### config.mk
export PLATFORM = sky130hd
export DESIGN_NAME = selective_gated_rnn_cell_forward
export DESIGN_NICKNAME = d
export VERILOG_FILES = /design/src/hdl/sgrc_pkg.sv /design/src/hdl/sgrc_tanh.sv /design/src/hdl/selective_gated_rnn_cell_forward.sv
export SDC_FILE = /design/constraint.sdc
export NUM_CORES = 2
export LEC_CHECK = 0
export CORE_MARGIN = 4
export CORE_UTILIZATION = 55
export CTS_CLUSTER_DIAMETER = 60
export DETAILED_ROUTE_END_ITERATION = 12
export DONT_BUFFER_PORTS = 1
export HOLD_SLACK_MARGIN = 0.03
export PLACE_DENSITY = 0.8
export SLEW_MARGIN = 10
export SYNTH_ARGS = -nofsm -noshare
export SYNTH_HDL_FRONTEND = slang
export SYNTH_SLANG_ARGS = --single-unit
### constraint.sdc
create_clock -name clk -period 42.9 [get_ports clk]
set_clock_uncertainty 0.2 [all_clocks]
set_input_delay 4.29 -clock clk [delete_from_list [all_inputs] [get_ports clk]]
set_output_delay 4.29 -clock clk [all_outputs]
set_load 0.02 [all_outputs]
### src/hdl/sgrc_pkg.sv
`default_nettype none

package sgrc_pkg;

  localparam int DATA_WIDTH  = 16;
  localparam int FRAC_BITS   = 12;
  localparam int GATE_W      = FRAC_BITS + 1;
  localparam int SEG_SHIFT   = FRAC_BITS - 2;
  localparam int TANH_POINTS = 16;
  localparam int SEG_W       = 5;
  localparam int MAG_W       = SEG_SHIFT + SEG_W;
  localparam int TAB_W       = 16;
  localparam int ROUND_SH    = TAB_W - FRAC_BITS;
  localparam int WIDE_W      = 20;
  localparam int PROD_W      = 30;

  localparam logic [GATE_W-1:0] ONE = GATE_W'(1) << FRAC_BITS;

  localparam logic [TAB_W-1:0] TANH_Q16 [0:TANH_POINTS] = '{
    16'd0,     16'd16051, 16'd30285, 16'd41625, 16'd49912, 16'd55593,
    16'd59320, 16'd61694, 16'd63178, 16'd64096, 16'd64659, 16'd65002,
    16'd65212, 16'd65339, 16'd65417, 16'd65464, 16'd65492
  };

  typedef struct packed {
    logic signed [DATA_WIDTH-1:0] rh_term;
    logic signed [DATA_WIDTH-1:0] rx_term;
    logic signed [DATA_WIDTH-1:0] cand_bias;
    logic signed [DATA_WIDTH-1:0] rdelta_term;
    logic signed [DATA_WIDTH-1:0] wdelta_term;
    logic signed [DATA_WIDTH-1:0] delta_bias;
    logic signed [DATA_WIDTH-1:0] wb_term;
    logic signed [DATA_WIDTH-1:0] gate_bias;
    logic signed [DATA_WIDTH-1:0] h_prev_val;
  } in_t;

  typedef struct packed {
    logic signed [DATA_WIDTH-1:0] h_next_val;
    logic signed [DATA_WIDTH-1:0] pre_activation;
    logic        [GATE_W-1:0]     delta_gate;
    logic        [GATE_W-1:0]     write_gate;
  } out_t;

  function automatic logic [MAG_W-1:0] clamp_mag(input logic [WIDE_W-1:0] m);
    logic big;
    big = |m[WIDE_W-1:MAG_W-1];
    clamp_mag = big ? (MAG_W'(TANH_POINTS) << SEG_SHIFT) : {1'b0, m[MAG_W-2:0]};
  endfunction

  function automatic logic signed [DATA_WIDTH-1:0] sat_dw(input logic signed [WIDE_W-1:0] v);
    logic signed [WIDE_W-1:0] hi;
    logic signed [WIDE_W-1:0] lo;
    hi = WIDE_W'((1 << (DATA_WIDTH - 1)) - 1);
    lo = -WIDE_W'(1 << (DATA_WIDTH - 1));
    if (v > hi) begin
      sat_dw = hi[DATA_WIDTH-1:0];
    end else if (v < lo) begin
      sat_dw = lo[DATA_WIDTH-1:0];
    end else begin
      sat_dw = v[DATA_WIDTH-1:0];
    end
  endfunction

  function automatic logic signed [WIDE_W-1:0] round_q(input logic signed [PROD_W-1:0] p);
    logic signed [PROD_W:0] s;
    s = {p[PROD_W-1], p} + (PROD_W + 1)'(1 << (FRAC_BITS - 1));
    round_q = WIDE_W'(s >>> FRAC_BITS);
  endfunction

endpackage

`default_nettype wire

### src/hdl/sgrc_tanh.sv
`default_nettype none

module sgrc_tanh (
  input  wire logic                        clk,
  input  wire logic                        en,
  input  wire logic [sgrc_pkg::MAG_W-1:0]  mag_i,
  output logic      [sgrc_pkg::GATE_W-1:0] t_o
);
  import sgrc_pkg::*;

  localparam int DY_W   = TAB_W;
  localparam int PRD_W  = DY_W + SEG_SHIFT;

  logic [SEG_W-1:0]     k;
  logic [SEG_SHIFT-1:0] f;
  logic [TAB_W-1:0]     y0;
  logic [DY_W-1:0]      dy;
  logic [TAB_W-1:0]     y0_r;
  logic [PRD_W-1:0]     prod_r;
  logic [PRD_W-1:0]     prod_nxt;
  logic [TAB_W:0]       y;
  logic [TAB_W:0]       yr;
  logic [GATE_W-1:0]    t_r;

  always_comb begin
    k = mag_i[MAG_W-1:SEG_SHIFT];
    f = mag_i[SEG_SHIFT-1:0];
    if (k >= SEG_W'(TANH_POINTS)) begin
      y0 = TANH_Q16[TANH_POINTS];
      dy = '0;
    end else begin
      y0 = TANH_Q16[k];
      dy = TANH_Q16[k + SEG_W'(1)] - TANH_Q16[k];
    end
    prod_nxt = PRD_W'(dy) * PRD_W'(f);
  end

  always_comb begin
    y  = {1'b0, y0_r} + (TAB_W + 1)'(prod_r[PRD_W-1:SEG_SHIFT]);
    yr = y + (TAB_W + 1)'(1 << (ROUND_SH - 1));
  end

  always_ff @(posedge clk) begin
    if (en) begin
      y0_r   <= y0;
      prod_r <= prod_nxt;
      t_r    <= yr[TAB_W:ROUND_SH];
    end
  end

  assign t_o = t_r;

endmodule

`default_nettype wire

### src/hdl/selective_gated_rnn_cell_forward.sv
`default_nettype none

// Pointwise update of a gated recurrent cell, one hidden element per transaction.
// The input channel carries the matrix-product terms, the three biases and the
// previous hidden value as one packed struct; the output channel returns the
// new hidden value, the saturated pre-activation and both gate values.
// Both channels use valid and stall; a transaction completes on a rising edge
// with valid high and stall low.
// The datapath is a ten-stage pipeline; while the output is not stalled, a new
// element can be taken every cycle, so the sustained rate is one element per
// clock.
// The stage count is set by the two table-interpolating tanh units in series
// (gate sigmoid, then candidate tanh) and by the two rounding multiplies.
// When the receiver stalls a valid result, the whole pipeline holds and
// in_stall is raised; nothing is dropped or repeated.
// Reset clears all valid bits; the block then accepts input on the next cycle.
module selective_gated_rnn_cell_forward (
  input  wire logic            clk,
  input  wire logic            rst_n,
  input  wire logic            in_valid,
  output logic                 in_stall,
  input  wire sgrc_pkg::in_t   in_data,
  output logic                 out_valid,
  input  wire logic            out_stall,
  output sgrc_pkg::out_t       out_data
);
  import sgrc_pkg::*;

  localparam int STAGES = 10;

  logic                     en;
  logic [STAGES-1:0]        vld_r;
  logic [STAGES-1:0]        vld_nxt;

  logic signed [DATA_WIDTH+1:0] xg;
  logic signed [DATA_WIDTH+1:0] xd;
  logic [WIDE_W-1:0]            ag;
  logic [WIDE_W-1:0]            ad;

  logic                     gneg1_r, dneg1_r, gneg2_r, dneg2_r, gneg3_r, dneg3_r;
  logic [MAG_W-1:0]         gmag_r, dmag_r;
  logic [GATE_W-1:0]        tg, td;

  logic signed [DATA_WIDTH-1:0] rh_r [1:5];
  logic signed [DATA_WIDTH-1:0] cb_r [1:5];
  logic signed [DATA_WIDTH-1:0] rx_r [1:4];
  logic signed [DATA_WIDTH-1:0] hp_r [1:8];

  logic [GATE_W:0]          g_sum, d_sum;
  logic [GATE_W-1:0]        g_r [4:10];
  logic [GATE_W-1:0]        d_r [4:10];

  logic signed [PROD_W-1:0] pg_r;
  logic signed [PROD_W-1:0] pg_nxt;
  logic signed [WIDE_W-1:0] v_nxt;
  logic [WIDE_W-1:0]        vabs;
  logic                     vneg6_r, vneg7_r, vneg8_r;
  logic [MAG_W-1:0]         vmag_r;
  logic signed [DATA_WIDTH-1:0] pre_r [6:10];
  logic [GATE_W-1:0]        tc;

  logic signed [GATE_W:0]   c;
  logic signed [PROD_W-1:0] p1_r, p2_r;
  logic signed [PROD_W-1:0] p1_nxt, p2_nxt;
  logic signed [WIDE_W-1:0] h_nxt;
  logic signed [DATA_WIDTH-1:0] h_r;

  assign en       = !(vld_r[STAGES-1] && out_stall);
  assign in_stall = !en;

  always_comb begin
    vld_nxt = {vld_r[STAGES-2:0], in_valid};
  end

  always_ff @(posedge clk) begin
    if (!rst_n) begin
      vld_r <= '0;
    end else if (en) begin
      vld_r <= vld_nxt;
    end
  end

  always_comb begin
    xg = (DATA_WIDTH + 2)'(in_data.wb_term) + (DATA_WIDTH + 2)'(in_data.gate_bias);
    xd = (DATA_WIDTH + 2)'(in_data.rdelta_term) + (DATA_WIDTH + 2)'(in_data.wdelta_term)
       + (DATA_WIDTH + 2)'(in_data.delta_bias);
    ag = xg[DATA_WIDTH+1] ? WIDE_W'(-xg) : WIDE_W'(xg);
    ad = xd[DATA_WIDTH+1] ? WIDE_W'(-xd) : WIDE_W'(xd);
  end

  sgrc_tanh u_tanh_g (.clk(clk), .en(en), .mag_i(gmag_r), .t_o(tg));
  sgrc_tanh u_tanh_d (.clk(clk), .en(en), .mag_i(dmag_r), .t_o(td));
  sgrc_tanh u_tanh_c (.clk(clk), .en(en), .mag_i(vmag_r), .t_o(tc));

  always_comb begin
    g_sum = gneg3_r ? ((GATE_W + 1)'(ONE) - (GATE_W + 1)'(tg))
                    : ((GATE_W + 1)'(ONE) + (GATE_W + 1)'(tg));
    d_sum = dneg3_r ? ((GATE_W + 1)'(ONE) - (GATE_W + 1)'(td))
                    : ((GATE_W + 1)'(ONE) + (GATE_W + 1)'(td));
    pg_nxt = PROD_W'(signed'({1'b0, g_r[4]})) * PROD_W'(rx_r[4]);
    v_nxt  = WIDE_W'(rh_r[5]) + round_q(pg_r) + WIDE_W'(cb_r[5]);
    vabs   = v_nxt[WIDE_W-1] ? WIDE_W'(-v_nxt) : WIDE_W'(v_nxt);
    c      = vneg8_r ? -signed'({1'b0, tc}) : signed'({1'b0, tc});
    p1_nxt = PROD_W'(signed'({1'b0, ONE - d_r[8]})) * PROD_W'(hp_r[8]);
    p2_nxt = PROD_W'(signed'({1'b0, d_r[8]})) * PROD_W'(c);
    h_nxt  = round_q(p1_r) + round_q(p2_r);
  end

  always_ff @(posedge clk) begin
    if (en) begin
      gneg1_r <= xg[DATA_WIDTH+1];
      dneg1_r <= xd[DATA_WIDTH+1];
      gmag_r  <= clamp_mag(ag >> 1);
      dmag_r  <= clamp_mag(ad >> 1);
      gneg2_r <= gneg1_r;
      dneg2_r <= dneg1_r;
      gneg3_r <= gneg2_r;
      dneg3_r <= dneg2_r;

      rh_r[1] <= in_data.rh_term;
      cb_r[1] <= in_data.cand_bias;
      rx_r[1] <= in_data.rx_term;
      hp_r[1] <= in_data.h_prev_val;
      for (int i = 2; i <= 5; i++) begin
        rh_r[i] <= rh_r[i-1];
        cb_r[i] <= cb_r[i-1];
      end
      for (int i = 2; i <= 4; i++) begin
        rx_r[i] <= rx_r[i-1];
      end
      for (int i = 2; i <= 8; i++) begin
        hp_r[i] <= hp_r[i-1];
      end

      g_r[4] <= g_sum[GATE_W:1];
      d_r[4] <= d_sum[GATE_W:1];
      for (int i = 5; i <= 10; i++) begin
        g_r[i] <= g_r[i-1];
        d_r[i] <= d_r[i-1];
      end

      pg_r     <= pg_nxt;
      vneg6_r  <= v_nxt[WIDE_W-1];
      vmag_r   <= clamp_mag(vabs);
      pre_r[6] <= sat_dw(v_nxt);
      for (int i = 7; i <= 10; i++) begin
        pre_r[i] <= pre_r[i-1];
      end
      vneg7_r  <= vneg6_r;
      vneg8_r  <= vneg7_r;

      p1_r <= p1_nxt;
      p2_r <= p2_nxt;
      h_r  <= sat_dw(h_nxt);
    end
  end

  assign out_valid               = vld_r[STAGES-1];
  assign out_data.h_next_val     = h_r;
  assign out_data.pre_activation = pre_r[10];
  assign out_data.delta_gate     = d_r[10];
  assign out_data.write_gate     = g_r[10];

endmodule

`default_nettype wire
=== Word-level counts from Yosys, hierarchy flattened ===
Memory sizes are Yosys's and may differ from the RTL's.
Cells that the tools add are included.

* Register bits: 333
* Bits in writable memories: 614
* ROM bits: 3072
* Output and inout port bits: 60
* Memories: 13

{| class="wikitable"
|+ Memories
! name !! depth !! bits a word !! read ports !! clocked after memory_dff !! wr ports !! RTL line !! source
|-
| (name not given) || 32 || 16 || 1 || 0 || 0 || sgrc_tanh.sv:32 || <nowiki>y0 = TANH_Q16[k];</nowiki>
|-
| (name not given) || 32 || 16 || 1 || 0 || 0 || sgrc_tanh.sv:32 ||
|-
| (name not given) || 32 || 16 || 1 || 0 || 0 || sgrc_tanh.sv:33 || <nowiki>dy = TANH_Q16[k + SEG_W'(1)] - TANH_Q16[k];</nowiki>
|-
| (name not given) || 32 || 16 || 1 || 0 || 0 || sgrc_tanh.sv:33 ||
|-
| (name not given) || 32 || 16 || 1 || 0 || 0 || sgrc_tanh.sv:33 ||
|-
| (name not given) || 32 || 16 || 1 || 0 || 0 || sgrc_tanh.sv:33 ||
|-
| +7 memories || n/a || n/a || n/a || n/a || n/a || n/a ||
|}

* $add $sub $neg: 30
* Multipliers: 6
* Order comparisons: 13
* Mux-type cells: 29
* Bitwise operators: 6
* Reduce and logical (&&, ||, !) cells: 4

{| class="wikitable"
|+ Operators by type and width
! operator !! number
|-
| $mux W16 || 19
|-
| $add A16 B16 Y17 || 5
|-
| $mul A16 B10 Y26 || 3
|-
| $add A30 B13 Y31 const B || 2
|-
| $mul A14 B16 Y30 || 2
|-
| $mux W20 || 3
|-
| $add A17 B4 Y17 const B || 3
|-
| $sub A16 B16 Y16 || 3
|-
| $mux W15 || 3
|-
| $mux W14 || 3
|-
| $gt A20 B16 Y1 const B || 2
|-
| $lt A20 B16 Y1 const B || 2
|-
| $ge A6 B6 Y1 const B || 6
|-
| $not A5 Y6 || 6
|-
| $add A28 B13 Y29 const B || 1
|-
| $add A13 B13 Y14 const A || 2
|-
| $mul A14 B14 Y28 || 1
|-
| $sub A13 B13 Y14 const A || 2
|-
| $add A16 B19 Y20 || 1
|-
| $add A19 B17 Y20 || 1
|-
| $add A20 B16 Y20 || 1
|-
| $neg A17 Y20 || 1
|-
| $neg A18 Y20 || 1
|-
| $neg A20 Y20 || 1
|-
| other kinds (9) || 14
|}

=== Depth between registers and ports, before layout ===
* Depth after elaboration: 8
* Gate-level depth with buffers: 39

=== Cells and area by module ===
From an unflattened synthesis, not the netlist that was laid out.

* Cells, all modules: 7165
* Area, all modules: 77949.8 µm²

{| class="wikitable"
|+ By module, submodules not included
! module !! times used !! cells each !! area an instance (µm²) !! sequential area each (µm²)
|-
| selective_gated_rnn_cell_forward || 1 || 4271 || 51823.5 || 22391.5
|-
| sgrc_tanh (u_tanh_c ...) || 2 || 925 || 8435.6 || 1351.3
|-
| sgrc_tanh (u_tanh_g) || 1 || 1044 || 9255.1 || 1351.3
|}

=== Worst setup path after synthesis ===
No wires, ideal clock.

* Path kind: input port to flip-flop
* Start point: input port out_stall
* End point: register, netlist name cb_r[0][16]
* Data arrival time: 28106 ps
* Path slack: 13008 ps
* Cell stages on the path: 2
* Path buffers: 1
* Cell sequence: nand2_1 > clkbuf_1

{| class="wikitable"
|+ RTL lines
! item !! RTL line !! source
|-
| start: declaration || selective_gated_rnn_cell_forward.sv:24 || <nowiki>input wire logic out_stall,</nowiki>
|}

=== Worst setup path after layout ===
* Start point: register dmag_r[12]
* End point: register u_tanh_d.prod_r[24], data pin

* Cells in the longest elaborated chain, start to end: 8

{| class="wikitable"
|+ Ends and longest elaborated chain
! item !! RTL line !! source
|-
| start: declaration || selective_gated_rnn_cell_forward.sv:41 || <nowiki>logic [MAG_W-1:0] gmag_r, dmag_r;</nowiki>
|-
| start signal: assignment || selective_gated_rnn_cell_forward.sv:114 || <nowiki>dmag_r <= clamp_mag(ad >> 1);</nowiki>
|-
| $add A5 B1 Y5 || sgrc_tanh.sv:33 ||
|-
| $not A5 Y6 (implied by the code) || sgrc_tanh.sv:33 ||
|-
| $mem_v2 Z32 W16 || n/a ||
|-
| $mux W16 (implied by the code) (2 in a row) || sgrc_tanh.sv:33 ||
|-
| $sub A16 B16 Y16 || sgrc_tanh.sv:33 ||
|-
| $mux W16 (*) || sgrc_tanh.sv:28 || <nowiki>if (k >= SEG_W'(TANH_POINTS)) begin</nowiki>
|-
| $mul A16 B10 Y26 (*) || sgrc_tanh.sv:35 || <nowiki>prod_nxt = PRD_W'(dy) * PRD_W'(f);</nowiki>
|-
| net u_tanh_d.prod_nxt[24] || sgrc_tanh.sv:20 || <nowiki>logic [PRD_W-1:0] prod_nxt;</nowiki>
|-
| end signal: assignment || sgrc_tanh.sv:46 || <nowiki>prod_r <= prod_nxt;</nowiki>
|-
| end: declaration || sgrc_tanh.sv:19 || <nowiki>logic [PRD_W-1:0] prod_r;</nowiki>
|}

Mark *: on every way through the listed nets, which the timed path passes. The rest lies on a longest branch. The select of a mux whose other input is x is not followed.
A chain may end at the register's enable or synchronous reset.

==> results.cfg <==
[synth]
ys.flop_type = edfxtp_1
synth_area_mm2 = 0.0783
avgSynthCellArea_um2 = 10.8
ys_async_sr_fraction = 0
ys_ff_latch = 884
yosysMostFrequentCell = inv_1
yosysTopAreaCell = edfxtp_1
synth_cell_type_count = 113
ys_seq_area_frac = 0.338
yosys-top-cells-area = edfxtp_1 (34%), fa_1 (23%), ha_1 (11%)
synth_warnings = 0
synthTopCellsByCount = inv_1 (1097), fa_1 (900), edfxtp_1 (874)
synth.top_cell.area_share = 0.335
synth_edf_count = 874
netlist_instances = 7239
syn_nets = 8951

[sta]
hold_viol_final = 0
slew_headroom = 0.207
fin_setup_tns_ns = 0
slew_violations = 0
rsz0062_at_grt = no
min_period_over_period = 0.251
fmax_mhz = 92.8
layout_min_cycle_time_ns = 10.78
setup_viol = 0
tightest_slew_ns = 1.19

[status]
outcome = completed

[worst_hold_path]
hold_path_end = cb_r[0][73]
min_path_cells = 0
hp-class = flop to flop
min_from = cb_r[0][57]

[clocking]
cts_tree = done
cts_buffers = 93
ctsResizeCount = 0
cts_setup_buffers = 0
clkLatencyLatePin_ns = 0.73
root_buffer = clkbuf_16
cts_buffer_depth = 3
ctsHoldBuffers = 0
htreeDepth = 3
path_clk_slew_ns = 0.07
cts_sinks = 884

[finish]
fillers = 11255
final_nets = 8829
drive_gt1_frac = 0.0435
syn2layout_area_growth_pct = 6.16

[floorplan]
start_util = 0.553
die_h_um = 385
num_rows = 138
dieWidth_um = 385
fp.coreArea_mm2 = 0.142
die-area_mm2 = 0.149
io_pins = 208

[global_routing]
grt_pass1_wl_mm = 272
grtUsageTotal = 0.226
grt_remaining_overflow = 0
grt_max_degree = 198
top_usage_layer = met2
met3_usage = 0.0332
grt_use_met1 = 0.297
gr-usage-met2 = 0.384
antenna_found_initial = 2
grt_pass1_vias = 53395

[worst_setup_path]
reg2reg_depth = 32
critPathCaptureType = flop
reg2reg_slack_ns = 32.12
max_stage_delay_ns = 0.92
arrival_ns = 11.01
path_class = flop to flop
cpMaxStageDelayCell = xnor2_1
cp-start-kind = flop
r2r_end = u_tanh_d.prod_r[24]
required_ns = 43.14
worstPathMaxFanout = 24
r2r_start = dmag_r[12]

[drt]
vias_per_cell = 5.66
ant_nets = 0
drt_iter0_markers = 3914
dr.pass1.iters = 8
drc = 0
num_vias = 51459
wl_per_cell_um = 18.2
wirelength_mm = 165

[placed_design]
globalplace.congestion = 0.917
port_buffers = 0
dpl.hpwl_mm = 128

[flow_run]
drv_cap = 0
-- final cells by class --
class                   instances  area, um^2  area share
clock inverters                58         738     0.00888
diodes                          1        2.50   0.0000301
flip-flops and latches        884       26400       0.318
multi-input cells            4980       46600       0.561
well taps                    1890        2360      0.0284
inverters                    1099        4130      0.0496
clock buffers                 113        2400      0.0289
repair buffers                 59         455     0.00548
-- worst max-delay path by stage --
stage / startpoint / end / slack [ns] / depth (start not counted)
after floorplan: out_stall / cb_r[0][16] / 13.01 / 2
after global placement: vmag_r[12] / u_tanh_c.prod_r[24] / 32.41 / 34
after detailed placement: vmag_r[12] / u_tanh_c.prod_r[24] / 32.20 / 34
after CTS: vmag_r[12] / u_tanh_c.prod_r[24] / 32.13 / 34
after global routing: dmag_r[12] / u_tanh_d.prod_r[24] / 31.38 / 32
final: dmag_r[12] / u_tanh_d.prod_r[24] / 32.12 / 32
-- per-layer routing --
metal / up-vias / share of wire / wire, um
met1: 25514 / 0.41 / 67900
met5: - / 0 / 0
met2: 1802 / 0.49 / 81200
li1: 23781 / - / -
met4: 0 / 0.033 / 5480
met3: 362 / 0.064 / 10600
-- flip-flops by register name (all words and copies together), names as in the netlist, 17 cells and up --
name,flops
rh_r,80
p2_r,17
hp_r,128
pg_r,19
rx_r,64
d_r,91
cb_r,80
pre_r,80
g_r,91
p1_r,19
-- critical path: cells and delay by family (launching register included) --
kind                     cells  cell delay (ns)
AND/OR/NAND/NOR              7             1.95
AO/OA/AOI/OAI               13             3.13
XOR/XNOR                     2             1.08
flip-flops                   1             0.84
adder cells (fa/ha/maj)      7             3.12
buffers and inverters        3             0.15
-- cell families (layout without fill, tap and decap cells) --
group,Yosys count,count (layout),synth area share
buffers and inverters,1375,1329,0.0678
DFF,884,884,0.338
and+or+nand+nor,2169,2169,0.139
xor gates and xnor gates,357,357,0.0402
muxes,20,20,0.00257
AOI/OAI and AO/OA,870,870,0.0767
adders and majority gates,1564,1564,0.336
other,0,1,0
-- stage by stage --
stage	std cells	hold WS [ns]	cell area [um^2]	setup slack, ns	util
after CTS	9083	0.202	83100	32.13	0.587
final	9084	0.208	83100	32.12	0.587
after floorplan	7239	0.200	78300	13.01	-
after global placement	8912	0.201	80000	32.41	0.565
after global routing	9083	0.211	83100	31.38	0.587
after detailed placement	8912	0.205	80000	32.20	0.565
-- cells in the final DEF, fill, tap and decap left out, types with 17 or more instances in the layout --
master / instances
nor3b_1: 18
xnor2_1: 225
and3_1: 39
or2_2: 31
a21oi_1: 191
or3_1: 36
clkbuf_16: 93
nor2_1: 337
fa_1: 900
o21a_1: 42
ha_1: 664
nor2b_1: 123
and2_1: 414
nor3_2: 26
o21ai_0: 157
o31ai_1: 40
a31oi_1: 35
o31a_1: 23
nand2b_1: 66
mux2i_1: 19
nand4_1: 26
inv_1: 1097
a211oi_1: 47
xor2_1: 128
clkbuf_1: 20
nand3_1: 131
nor3_1: 149
o211ai_1: 63
nand2_1: 697
clkinv_1: 18
a211o_1: 17
a21o_1: 59
edfxtp_1: 874
buf_4: 58
a21boi_0: 27
Power is not shown: default switching activity piles up to over one toggle a cycle in this logic, so the estimate is an artifact.
